<file path="src/hdl/assert_macros.svh">
// assertion helpers for the top-level rtl
`ifndef ASSERT_MACROS_SVH
`define ASSERT_MACROS_SVH

// clocked check, off while reset is asserted
`define HMRD_ASSERT(lbl, prop, msg) \
  lbl: assert property (@(posedge clk) disable iff (!rst_n) prop) else $error(msg);

// same-cycle implication
`define HMRD_IMPLIES(lbl, pre, post, msg) \
  `HMRD_ASSERT(lbl, (pre) |-> (post), msg)

`endif

</file>
<file path="src/hdl/hmrd_pkg.sv">
package hmrd_pkg;

  localparam int RAW_W  = 16;
  localparam int POS_W  = 10;
  localparam int PROD_W = RAW_W + POS_W;
  // quotient bits resolved by the divider; anything at or above 2**QBITS is flagged up front
  localparam int QBITS  = 11;
  localparam int HI_W   = PROD_W - QBITS;
  // multiply, init, one stage per quotient bit, saturate
  localparam int DIV_ST = QBITS + 3;
  // decode stage plus the divider stages
  localparam int NST    = DIV_ST + 1;
  localparam int CFG_AW = 4;

  localparam logic [POS_W-1:0] SPAN_X   = 10'd1023;
  localparam logic [POS_W-1:0] SPAN_Y   = 10'd767;
  localparam logic [4:0]       BTN_MASK = 5'h1F;
  localparam logic [3:0]       LONG_LEN = 4'd6;

  typedef enum logic [1:0] {
    REG_ABS_MODE,
    REG_REPORT_ID,
    REG_MAX_X,
    REG_MAX_Y
  } reg_idx_t;

  typedef struct packed {
    logic             absolute_mode;
    logic [7:0]       match_id;
    logic [RAW_W-1:0] max_x;
    logic [RAW_W-1:0] max_y;
  } cfg_t;

  typedef struct packed {
    logic              is_absolute;
    logic [4:0]        button_mask;
    logic signed [7:0] delta_x;
    logic signed [7:0] delta_y;
    logic signed [7:0] wheel_delta;
  } side_t;

endpackage

</file>
<file path="src/hdl/hmrd_cfg.sv">
module hmrd_cfg (
  input  logic                       clk,
  input  logic                       rst_n,
  input  logic                       psel,
  input  logic                       penable,
  input  logic                       pwrite,
  input  logic [hmrd_pkg::CFG_AW-1:0] paddr,
  input  logic [31:0]                pwdata,
  output logic [31:0]                prdata,
  output logic                       pready,
  output hmrd_pkg::cfg_t             cfg_r
);
  import hmrd_pkg::*;

  reg_idx_t idx;
  logic     wr_en;

  assign pready = 1'b1;
  assign idx    = reg_idx_t'(paddr[3:2]);
  assign wr_en  = psel && penable && pwrite && pready;

  always_ff @(posedge clk) begin
    if (!rst_n) begin
      cfg_r.absolute_mode <= 1'b0;
      cfg_r.match_id      <= 8'd0;
      cfg_r.max_x         <= {{(RAW_W-POS_W){1'b0}}, SPAN_X};
      cfg_r.max_y         <= {{(RAW_W-POS_W){1'b0}}, SPAN_Y};
    end else if (wr_en) begin
      unique case (idx)
        REG_ABS_MODE:  cfg_r.absolute_mode <= pwdata[0];
        REG_REPORT_ID: cfg_r.match_id      <= pwdata[7:0];
        REG_MAX_X:     cfg_r.max_x         <= pwdata[RAW_W-1:0];
        REG_MAX_Y:     cfg_r.max_y         <= pwdata[RAW_W-1:0];
        default: ;
      endcase
    end
  end

  always_comb begin
    unique case (idx)
      REG_ABS_MODE:  prdata = {31'd0, cfg_r.absolute_mode};
      REG_REPORT_ID: prdata = {24'd0, cfg_r.match_id};
      REG_MAX_X:     prdata = {{(32-RAW_W){1'b0}}, cfg_r.max_x};
      REG_MAX_Y:     prdata = {{(32-RAW_W){1'b0}}, cfg_r.max_y};
      default:       prdata = 32'd0;
    endcase
  end

endmodule

</file>
<file path="src/hdl/hmrd_front.sv">
module hmrd_front (
  input  logic                      clk,
  input  logic                      adv,
  input  hmrd_pkg::cfg_t            cfg,
  input  logic [7:0]                b0,
  input  logic [7:0]                b1,
  input  logic [7:0]                b2,
  input  logic [7:0]                b3,
  input  logic [7:0]                b4,
  input  logic [7:0]                b5,
  input  logic [3:0]                len,
  output hmrd_pkg::side_t           side_r,
  output logic [hmrd_pkg::RAW_W-1:0] raw_x_r,
  output logic [hmrd_pkg::RAW_W-1:0] raw_y_r,
  output logic [hmrd_pkg::RAW_W-1:0] max_x_r,
  output logic [hmrd_pkg::RAW_W-1:0] max_y_r
);
  import hmrd_pkg::*;

  side_t            side_nxt;
  logic [RAW_W-1:0] raw_x_nxt;
  logic [RAW_W-1:0] raw_y_nxt;
  logic             skip_id;

  function automatic logic signed [7:0] sat127(input logic signed [15:0] v);
    logic signed [7:0] r;
    if (v > 16'sd127) begin
      r = 8'sd127;
    end else if (v < -16'sd127) begin
      r = -8'sd127;
    end else begin
      r = v[7:0];
    end
    return r;
  endfunction

  assign skip_id = (cfg.match_id != 8'd0) && (b0 == cfg.match_id);

  always_comb begin
    side_nxt  = '0;
    raw_x_nxt = '0;
    raw_y_nxt = '0;
    if (cfg.absolute_mode) begin
      side_nxt.is_absolute = 1'b1;
      if (skip_id) begin
        side_nxt.button_mask = b1[4:0] & BTN_MASK;
        raw_x_nxt            = {b3, b2};
        raw_y_nxt            = {b5, b4};
      end else begin
        side_nxt.button_mask = b0[4:0] & BTN_MASK;
        raw_x_nxt            = {b2, b1};
        raw_y_nxt            = {b4, b3};
      end
    end else begin
      side_nxt.button_mask = b0[4:0] & BTN_MASK;
      if (len == LONG_LEN) begin
        side_nxt.delta_x     = sat127({b2, b1});
        side_nxt.delta_y     = sat127({b4, b3});
        side_nxt.wheel_delta = b5;
      end else begin
        side_nxt.delta_x     = sat127({{8{b1[7]}}, b1});
        side_nxt.delta_y     = sat127({{8{b2[7]}}, b2});
        side_nxt.wheel_delta = b3;
      end
    end
  end

  always_ff @(posedge clk) begin
    if (adv) begin
      side_r  <= side_nxt;
      raw_x_r <= raw_x_nxt;
      raw_y_r <= raw_y_nxt;
      // zero maximum falls back to the grid span
      max_x_r <= (cfg.max_x == '0) ? {{(RAW_W-POS_W){1'b0}}, SPAN_X} : cfg.max_x;
      max_y_r <= (cfg.max_y == '0) ? {{(RAW_W-POS_W){1'b0}}, SPAN_Y} : cfg.max_y;
    end
  end

endmodule

</file>
<file path="src/hdl/hmrd_div.sv">
module hmrd_div (
  input  logic                        clk,
  input  logic [hmrd_pkg::DIV_ST-1:0] adv,
  input  logic [hmrd_pkg::RAW_W-1:0]  raw,
  input  logic [hmrd_pkg::RAW_W-1:0]  max,
  input  logic [hmrd_pkg::POS_W-1:0]  span,
  output logic [hmrd_pkg::POS_W-1:0]  pos_r
);
  import hmrd_pkg::*;

  logic [PROD_W-1:0] prod_r;
  logic [RAW_W-1:0]  mm_r;

  logic [RAW_W-1:0]  rem_r [QBITS+1];
  logic [QBITS-1:0]  low_r [QBITS+1];
  logic [QBITS-1:0]  q_r   [QBITS+1];
  logic [RAW_W-1:0]  m_r   [QBITS+1];
  logic              ovf_r [QBITS+1];

  logic [HI_W-1:0]   hi;

  assign hi = prod_r[PROD_W-1:QBITS];

  always_ff @(posedge clk) begin
    if (adv[0]) begin
      prod_r <= PROD_W'(raw) * PROD_W'(span);
      mm_r   <= max;
    end
    // quotient too wide for the step chain is caught here
    if (adv[1]) begin
      rem_r[0] <= {{(RAW_W-HI_W){1'b0}}, hi};
      low_r[0] <= prod_r[QBITS-1:0];
      q_r[0]   <= '0;
      m_r[0]   <= mm_r;
      ovf_r[0] <= {{(RAW_W-HI_W){1'b0}}, hi} >= mm_r;
    end
  end

  for (genvar j = 0; j < QBITS; j++) begin : g_step
    logic [RAW_W:0] trial;
    logic [RAW_W:0] diff;
    logic           ge;

    assign trial = {rem_r[j], low_r[j][QBITS-1]};
    assign diff  = trial - {1'b0, m_r[j]};
    assign ge    = trial >= {1'b0, m_r[j]};

    always_ff @(posedge clk) begin
      if (adv[j+2]) begin
        rem_r[j+1] <= ge ? diff[RAW_W-1:0] : trial[RAW_W-1:0];
        low_r[j+1] <= {low_r[j][QBITS-2:0], 1'b0};
        q_r[j+1]   <= {q_r[j][QBITS-2:0], ge};
        m_r[j+1]   <= m_r[j];
        ovf_r[j+1] <= ovf_r[j];
      end
    end
  end

  always_ff @(posedge clk) begin
    if (adv[QBITS+2]) begin
      if (ovf_r[QBITS] || (q_r[QBITS] > {{(QBITS-POS_W){1'b0}}, span})) begin
        pos_r <= span;
      end else begin
        pos_r <= q_r[QBITS][POS_W-1:0];
      end
    end
  end

endmodule

</file>
<file path="src/hdl/hid_mouse_report_decoder_top.sv">
// stages: decode, then per axis divider multiply, init, quotient steps and saturate
// throughput: one report per cycle while out_stall is low; restoring dividers set the depth
// the input stalls only when every stage holds a word and the output is stalled,
// empty stages still fill while the output waits
// reset (rst_n low, synchronous) empties the pipeline and loads absolute mode 0,
// report id 0, x maximum 1023 and y maximum 767
`include "assert_macros.svh"

module hid_mouse_report_decoder_top (
  input  logic                        clk,
  input  logic                        rst_n,
  input  logic                        in_valid,
  output logic                        in_stall,
  input  logic [7:0]                  in_report_byte0,
  input  logic [7:0]                  in_report_byte1,
  input  logic [7:0]                  in_report_byte2,
  input  logic [7:0]                  in_report_byte3,
  input  logic [7:0]                  in_report_byte4,
  input  logic [7:0]                  in_report_byte5,
  input  logic [3:0]                  in_received_length,
  output logic                        out_valid,
  input  logic                        out_stall,
  output logic                        out_is_absolute,
  output logic [4:0]                  out_button_mask,
  output logic [hmrd_pkg::POS_W-1:0]  out_position_x,
  output logic [hmrd_pkg::POS_W-1:0]  out_position_y,
  output logic signed [7:0]           out_delta_x,
  output logic signed [7:0]           out_delta_y,
  output logic signed [7:0]           out_wheel_delta,
  input  logic                        psel,
  input  logic                        penable,
  input  logic                        pwrite,
  input  logic [hmrd_pkg::CFG_AW-1:0] paddr,
  input  logic [31:0]                 pwdata,
  output logic [31:0]                 prdata,
  output logic                        pready
);
  import hmrd_pkg::*;

  cfg_t             cfg;
  logic [NST-1:0]   v_r;
  logic [NST:0]     rdy;
  logic [NST-1:0]   v_in;
  side_t            side_r [NST];
  logic [RAW_W-1:0] raw_x, raw_y, max_x, max_y;
  logic             rel_out, abs_out, pos_zero, delta_zero;

  hmrd_cfg u_cfg (
    .clk     (clk),
    .rst_n   (rst_n),
    .psel    (psel),
    .penable (penable),
    .pwrite  (pwrite),
    .paddr   (paddr),
    .pwdata  (pwdata),
    .prdata  (prdata),
    .pready  (pready),
    .cfg_r   (cfg)
  );

  // a stage takes a new word when it is empty or its successor moves on
  assign rdy[NST] = !out_stall;
  for (genvar k = 0; k < NST; k++) begin : g_rdy
    assign rdy[k] = !v_r[k] || rdy[k+1];
  end

  assign v_in     = {v_r[NST-2:0], in_valid};
  assign in_stall = !rdy[0];

  always_ff @(posedge clk) begin
    if (!rst_n) begin
      v_r <= '0;
    end else begin
      for (int k = 0; k < NST; k++) begin
        if (rdy[k]) begin
          v_r[k] <= v_in[k];
        end
      end
    end
  end

  hmrd_front u_front (
    .clk     (clk),
    .adv     (rdy[0]),
    .cfg     (cfg),
    .b0      (in_report_byte0),
    .b1      (in_report_byte1),
    .b2      (in_report_byte2),
    .b3      (in_report_byte3),
    .b4      (in_report_byte4),
    .b5      (in_report_byte5),
    .len     (in_received_length),
    .side_r  (side_r[0]),
    .raw_x_r (raw_x),
    .raw_y_r (raw_y),
    .max_x_r (max_x),
    .max_y_r (max_y)
  );

  // buttons and deltas ride alongside the divider
  for (genvar k = 1; k < NST; k++) begin : g_side
    always_ff @(posedge clk) begin
      if (rdy[k]) begin
        side_r[k] <= side_r[k-1];
      end
    end
  end

  hmrd_div u_div_x (
    .clk   (clk),
    .adv   (rdy[NST-1:1]),
    .raw   (raw_x),
    .max   (max_x),
    .span  (SPAN_X),
    .pos_r (out_position_x)
  );

  hmrd_div u_div_y (
    .clk   (clk),
    .adv   (rdy[NST-1:1]),
    .raw   (raw_y),
    .max   (max_y),
    .span  (SPAN_Y),
    .pos_r (out_position_y)
  );

  assign out_valid       = v_r[NST-1];
  assign out_is_absolute = side_r[NST-1].is_absolute;
  assign out_button_mask = side_r[NST-1].button_mask;
  assign out_delta_x     = side_r[NST-1].delta_x;
  assign out_delta_y     = side_r[NST-1].delta_y;
  assign out_wheel_delta = side_r[NST-1].wheel_delta;

  assign rel_out    = out_valid && !out_is_absolute;
  assign abs_out    = out_valid && out_is_absolute;
  assign pos_zero   = (out_position_x == '0) && (out_position_y == '0);
  assign delta_zero = (out_delta_x == 8'sd0) && (out_delta_y == 8'sd0) &&
                      (out_wheel_delta == 8'sd0);

  `HMRD_IMPLIES(a_stall_only_when_full, in_stall, out_valid && out_stall, "stall with room")
  `HMRD_IMPLIES(a_rel_no_position, rel_out, pos_zero, "relative word carries position")
  `HMRD_IMPLIES(a_abs_no_delta, abs_out, delta_zero, "absolute word carries deltas")
  `HMRD_IMPLIES(a_y_in_span, out_valid, out_position_y <= SPAN_Y, "y position beyond span")

endmodule
</file>
<file path="config.mk">
export PLATFORM = sky130hd
export DESIGN_NAME = hid_mouse_report_decoder_top
export DESIGN_NICKNAME = d
export VERILOG_FILES = /design/src/hdl/hmrd_pkg.sv /design/src/hdl/hmrd_cfg.sv /design/src/hdl/hmrd_front.sv /design/src/hdl/hmrd_div.sv /design/src/hdl/hid_mouse_report_decoder_top.sv
export VERILOG_INCLUDE_DIRS = /design/src /design/src/hdl
export SDC_FILE = /design/constraint.sdc
export NUM_CORES = 2
export LEC_CHECK = 0
export ABC_AREA = 1
export BUFFER_PORTS_ARGS = -buffer_cell sky130_fd_sc_hd__buf_4
export CORE_MARGIN = 2
export CORE_UTILIZATION = 28
export DETAILED_ROUTE_END_ITERATION = 10
export PLACE_DENSITY_LB_ADDON = 0.2
export SLEW_MARGIN = 25
export SYNTH_ARGS = -nofsm -noshare
export SYNTH_HDL_FRONTEND = slang
export SYNTH_SLANG_ARGS = --single-unit
</file>
<file path="constraint.sdc">
create_clock -name clk -period 11.15 [get_ports clk]
set_input_delay 0.5575 -clock clk [delete_from_list [all_inputs] [get_ports clk]]
set_output_delay 0.5575 -clock clk [all_outputs]
set_load 0.02 [all_outputs]
</file>
Word-level counts from Yosys, hierarchy flattened --
Memory sizes are Yosys's and may differ from the RTL's. Cells that the tools add are included.
Storage, ports and cells: output and inout bits 85, memories 10, word-level logic and storage cells 283, bits of input ports 95, bits in writable memories 1320, bits in registers 674
Memories:
- u_div_x.m_r | depth 12, width 16, read ports 11, clocked after Yosys merged registers in 0, wr ports 12, RTL line hmrd_div.sv:17 | logic [RAW_W-1:0] m_r [QBITS+1];
- u_div_x.rem_r | depth 12, width 16, read ports 11, clocked after Yosys merged registers in 0, wr ports 12, RTL line hmrd_div.sv:14 | logic [RAW_W-1:0] rem_r [QBITS+1];
- u_div_y.m_r | depth 12, width 16, read ports 11, clocked after Yosys merged registers in 0, wr ports 12, RTL line hmrd_div.sv:17
- u_div_y.rem_r | depth 12, width 16, read ports 11, clocked after Yosys merged registers in 0, wr ports 12, RTL line hmrd_div.sv:14
- u_div_x.low_r | depth 12, width 11, read ports 11, clocked after Yosys merged registers in 0, wr ports 12, RTL line hmrd_div.sv:15 | logic [QBITS-1:0] low_r [QBITS+1];
- u_div_x.q_r | depth 12, width 11, read ports 12, clocked after Yosys merged registers in 0, wr ports 12, RTL line hmrd_div.sv:16 | logic [QBITS-1:0] q_r [QBITS+1];
- +4 memories
Cells by class: eq/ne operators 5, add/sub/neg operators 22, mux-type cells 61, $mul 2, $lt $le $gt $ge 34, reductions and logical operators 45
Operator list (count):
- two-way mux 16 bit | 24
- >= comparator 17 x 16 -> 1 bit | 22
- subtractor 16 bit | 22
- one-hot mux 32 bit (4 select lines) | 1
- two-way mux 8 bit | 8
- multiplier 16 x 10 -> 26 bit, second input constant | 2
- >= comparator 15 x 16 -> 1 bit | 2
- greater-than comparator 16 x 8 -> 1 bit, second input constant | 2
- logical NOT 16 bit | 2
- less-than comparator 16 x 8 -> 1 bit, second input constant | 2
- two-way mux 1 bit | 25
- two-way mux 24 bit | 1
- greater-than comparator 11 x 10 -> 1 bit, second input constant | 2
- logical NOT 1 bit | 17
- logical OR 1 bit | 17
- greater-than comparator 8 bit, second input constant | 2
- less-than comparator 8 bit, second input constant | 2
- two-way mux 5 bit | 2
- == test 8 bit | 1
- AND reduction 2 bit | 4
- nonzero test 8 bit | 1
- == test 2 bit, second input constant | 2
- == test 4 x 3 -> 1 bit, second input constant | 1
- logical AND 1 bit | 3
- 2 further kinds | 2

Depth between registers and ports, before layout --
depth in word-level cells 17, mapped depth 22, gate-level depth less buffers 22

Cells and area by module --
Synthesis repeated with hierarchy kept, for this count alone.
Unflattened totals: cells, all modules 9976, area, all modules 93571.0 um^2
Modules (own cells, without submodules):
- hmrd_div (u_div_y) | area an instance 36686.4 um^2, cells each 4303, seq. area each 16425.8 um^2, instances 1
- hmrd_div (u_div_x) | area an instance 36633.9 um^2, cells each 4322, seq. area each 16425.8 um^2, instances 1
- hid_mouse_report_decoder_top | area an instance 13465.4 um^2, cells each 517, seq. area each 12912.4 um^2, instances 1
- hmrd_front | area an instance 4738.3 um^2, cells each 541, seq. area each 2822.7 um^2, instances 1
- hmrd_cfg | area an instance 2047.0 um^2, cells each 293, seq. area each 820.8 um^2, instances 1

Worst setup path before layout --
No wires, ideal clock.
kind input -> register, start point input port out_stall, end point register side_r[390] (netlist bit) (enable), library setup time 1.308 ns, path buffers 0, arrival time 9.657 ns, slack 0.184 ns, required time 9.842 ns, cell stages on the path 7, cell sequence nand4_2 > nor2_4 > nand4_4 > nor2_4 > nand4_4 > nor2_4 > nand3_1
On the way: cells in the longest elaborated chain, start to end 15
Ends and longest elaborated chain:
- start: declaration | RTL line hid_mouse_report_decoder_top.sv:22 | input logic out_stall,
- logical NOT 1 bit | RTL line hid_mouse_report_decoder_top.sv:62 | assign rdy[NST] = !out_stall;
- logical OR 1 bit (7 in a row) | RTL line hid_mouse_report_decoder_top.sv:64 | assign rdy[k] = !v_r[k] || rdy[k+1];
- net rdy[8] | RTL line hid_mouse_report_decoder_top.sv:42 | logic [NST:0] rdy;
- logical OR 1 bit (4 in a row) | RTL line hid_mouse_report_decoder_top.sv:64
- net rdy[4] | RTL line hid_mouse_report_decoder_top.sv:42
- logical OR 1 bit (3 in a row) | RTL line hid_mouse_report_decoder_top.sv:64
- net rdy[1] | RTL line hid_mouse_report_decoder_top.sv:42
- end signal: indexed assignment | RTL line hid_mouse_report_decoder_top.sv:104 | side_r[k] <= side_r[k-1];
- end: declaration | RTL line hid_mouse_report_decoder_top.sv:44 | side_t side_r [NST];
The timed path passes the listed nets, and every way through them passes these cells. A chain may end at the register's enable or synchronous reset.

Worst setup path after layout --
start point register u_front.raw_y_r[7] (netlist bit), end point register u_div_y.prod_r[25], data pin
On the way: cells in the longest elaborated chain, start to end 1
Ends and longest elaborated chain:
- start: declaration | RTL line hmrd_front.sv:14 | output logic [hmrd_pkg::RAW_W-1:0] raw_y_r,
- start signal: assignment | RTL line hmrd_front.sv:72 | raw_y_r <= raw_y_nxt;
- multiplier 16 x 10 -> 26 bit | RTL line hmrd_div.sv:26 | prod_r <= PROD_W'(raw) * PROD_W'(span);
- end signal: assignment | RTL line hmrd_div.sv:26
- end: declaration | RTL line hmrd_div.sv:11 | logic [PROD_W-1:0] prod_r;
Every way passes these cells.

==> flow_metrics.tcl <==
set metrics [dict create \
    outcome "complete, no violations" \
    drt-met1-wl_um 80600 \
    final-setup-viol-count 0 \
    numCtsBuffers 187 \
    die-area_um2 296000 \
    wl_met2_um 78800 \
    pwr-share-clk_pct 31.4 \
    grt_pass1_vias 49400 \
    postSynth.asyncResetShare_pct 0 \
    power_frac_comb_pct 24.7 \
    peakVddDrop_mv 0.109 \
    min-delay-start "in_report_byte1[3]" \
    cp-end-kind "flip-flop" \
    cp.arrival_ps 5980 \
    crit_fanout 7 \
    synth_top_area_share_pct 59.1 \
    swShare_pct 30.0 \
    start_util_pct 28.1 \
    routed-wl-met3_um 5650 \
    r2r_cells 19 \
    tightest_slew_ps 923 \
    worstSetupPathType "flip-flop to flip-flop" \
    cts_tree "built" \
    syn-instance-count 6747 \
    p_per_area_nw_per_um2 212 \
    rsz0062_at_grt "no" \
    cellLeakagePower_uw 0.0398 \
    area_growth_pct 14.5 \
    synthFlopType "edfxtp_1" \
    synth.largest_area_cell "edfxtp_1" \
    p_sw_uw 5950 \
    period_share_pct 48.6 \
    grt_max_degree 71 \
    p_seq_share_pct 43.9 \
    mostFrequentLayoutCells "edfxtp_1 (1608), nand2_1 (1092), inv_1 (955)" \
    min_to "u_front.side_r[27]" \
    fp.dieW_um 544 \
    required_ps 11710 \
    whs_ps 105 \
    synth_seq_area_share_pct 60.5 \
    synth.area.top_cells "edfxtp_1 (59%), ha_1 (7.8%), nand2_1 (5.0%)" \
    via_per_inst 4.27 \
    gp_congestion 0.947 \
    rows 198 \
    core_um2 291000 \
    firstDrtPassIters 5 \
    nets 7801 \
    post_cts_buffers 0 \
    ys_types 65 \
    yosysWarnings 0 \
    min_period_ps 5420 \
    drt_iter0_markers 2312 \
    layout_commonest_cell "edfxtp_1" \
    syn_area_per_cell_um2 12.1 \
    final.setup.tns_ps 0 \
    grtUsageTotal_pct 11.6 \
    fin_util_pct 32.2 \
    reg2reg_from "u_front.raw_y_r[7]" \
    holdBufCountCts 23 \
    die_h_um 544 \
    min_path_type "primary input to flip-flop" \
    p_int_uw 13900 \
    clkSinkCount 1664 \
    ios 180 \
    dpl.hpwl_um 132000 \
    clk_latency_ps 830 \
    clk_pin_slew_ps 60 \
    drive_above_1_share_pct 10.3 \
    timing.rr.end "u_div_y.prod_r[25]" \
    global_route.overflow_total 0 \
    start_kind "flip-flop" \
    slew_violations 0 \
    numPortBuffers 144 \
    finalHoldViolations 0 \
    fin_skew_ps 64.7 \
    antenna_left 0 \
    synth-seq-cells 1664 \
    num_vias 47200 \
    grt_pass1_wl_um 274000 \
    clockBufferDepth 4 \
    cap_violations 0 \
    top_layer_used "met4" \
    root_buffer "clkbuf_16" \
    synth-edff-count 1608 \
    whs_path_depth 3 \
    fillCellCount 28700 \
    drt_wl_total_um 171000 \
    syn_area_um2 81700 \
    reg2reg_slack_ps 5730 \
    wl_per_cell_um 15.5 \
    ctsHtreeMaxLevel 4 \
    fmaxAchievable_mhz 184 \
    slew_headroom_pct 38.5 \
    drc 0 \
    antenna_found_initial 4 \
    cts_resized 0 \
]
-- routing by layer --
metal,up-vias,global-route usage (%)
met5,-,0
met4,0,4.32
met3,330,1.75
met2,740,18.9
met1,22200,15.4
li1,23900,-
-- synth_stat cells (7+ instances only) --
| library cell | n |
|---|---|
| a21o_1 | 61 |
| nand2_1 | 1096 |
| o21bai_1 | 22 |
| nand4_1 | 59 |
| nand3b_1 | 18 |
| nor4_1 | 26 |
| buf_6 | 23 |
| a221oi_1 | 17 |
| nor2_2 | 7 |
| dfxtp_1 | 56 |
| o21a_1 | 12 |
| buf_4 | 53 |
| a31oi_1 | 31 |
| clkbuf_1 | 38 |
| xor2_1 | 139 |
| nor2_1 | 280 |
| o21bai_4 | 7 |
| a31o_2 | 13 |
| ha_1 | 512 |
| o211ai_1 | 24 |
| or2_2 | 27 |
| xnor2_1 | 151 |
| a21boi_0 | 17 |
| inv_1 | 958 |
| o21ai_2 | 125 |
| nand3_1 | 205 |
| a21boi_2 | 15 |
| fa_1 | 182 |
| o221ai_1 | 7 |
| edfxtp_1 | 1608 |
| a21oi_1 | 417 |
| o21ai_0 | 270 |
| o21bai_2 | 11 |
| buf_2 | 25 |
| o22ai_1 | 7 |
| nand2_2 | 33 |
| a21oi_2 | 14 |
| o21ai_1 | 61 |
| nor3_1 | 55 |
-- cell type report --
cell class	count	area, µm²	area share [%]
Clock inverter	97	1140	1.22
Timing Repair Buffer	208	1630	1.74
Inverter	967	3640	3.89
Clock buffer	238	5070	5.42
Antenna cell	3	7.51	0.00803
Tap cell	3900	4880	5.22
Sequential cell	1664	49400	52.8
Multi-Input combinational cell	3984	27700	29.7
-- cell families after synthesis --
logic type | synth area share, %
buffers and inverters | 5.75
AND/OR/NAND/NOR | 9.55
flip-flops | 60.5
adder cells (fa/ha/maj) | 12.3
AO/OA/AOI/OAI | 8.79
XOR/XNOR | 3.11
other | 0.00919
-- power by group through the flow --
stage / sequential, µW / clock, µW / combinational, µW
2_1_floorplan: 8630 / 0 / 3980
3_5_place_dp: 8860 / 0 / 4930
4_1_cts: 8730 / 6460 / 4950
6_report: 8710 / 6230 / 4900
3_3_place_gp: 8850 / 0 / 4850
5_1_grt: 8830 / 6690 / 5590
-- critical path, stage by stage (launching register included) --
cell      delay, ps
edfxtp_1        480
inv_1           170
fa_1            500
inv_1            80
fa_1            530
inv_1            50
fa_1            480
inv_1            60
fa_1            540
inv_1            60
fa_1            500
inv_1            40
ha_1            400
a21oi_1         220
nand2_1          80
a21oi_1         300
o21ai_0         290
nand2_1         120
o211ai_1        100
xor2_1          150
-- how the worst max path moves through the flow --
stage,startpoint,endpoint,slack (ps),cells after the start
floorplan,out_stall,side_r[390],180,7
finish,u_front.raw_y_r[7],u_div_y.prod_r[25],5730,19
CTS,u_front.raw_y_r[7],u_div_y.prod_r[25],5640,19
global placement,u_front.raw_y_r[7],u_div_y.prod_r[25],5660,19
global route,u_front.raw_y_r[7],u_div_y.prod_r[25],5340,19
detailed placement,u_front.raw_y_r[7],u_div_y.prod_r[25],5670,19
-- stage by stage --
step	worst slack, ps	instances	instance area, µm²	power (µW)
finish	5730	11100	93500	19800
floorplan	184	6762	81700	12600
global route	5340	11100	93500	21100
detailed placement	5670	10700	87000	13800
CTS	5640	11100	93500	20100
global placement	5660	10700	87000	13700
-- flip-flops by register name (all words and copies together), names as in the netlist, 15 cells and up --
register         count
u_div_x.low_r       66
u_front.raw_y_r     16
u_div_y.prod_r      26
u_front.raw_x_r     16
u_div_y.low_r       66
u_front.side_r      30
u_front.max_y_r     16
u_div_x.q_r         66
u_div_y.mm_r        16
u_div_y.rem_r      175
u_front.max_x_r     16
u_div_x.rem_r      175
u_div_x.mm_r        16
u_div_y.q_r         66
u_cfg.cfg_r         41
v_r                 15
u_div_y.m_r        176
u_div_x.m_r        176
u_div_x.prod_r      26
side_r             390
(Power assumes the default switching activity.)
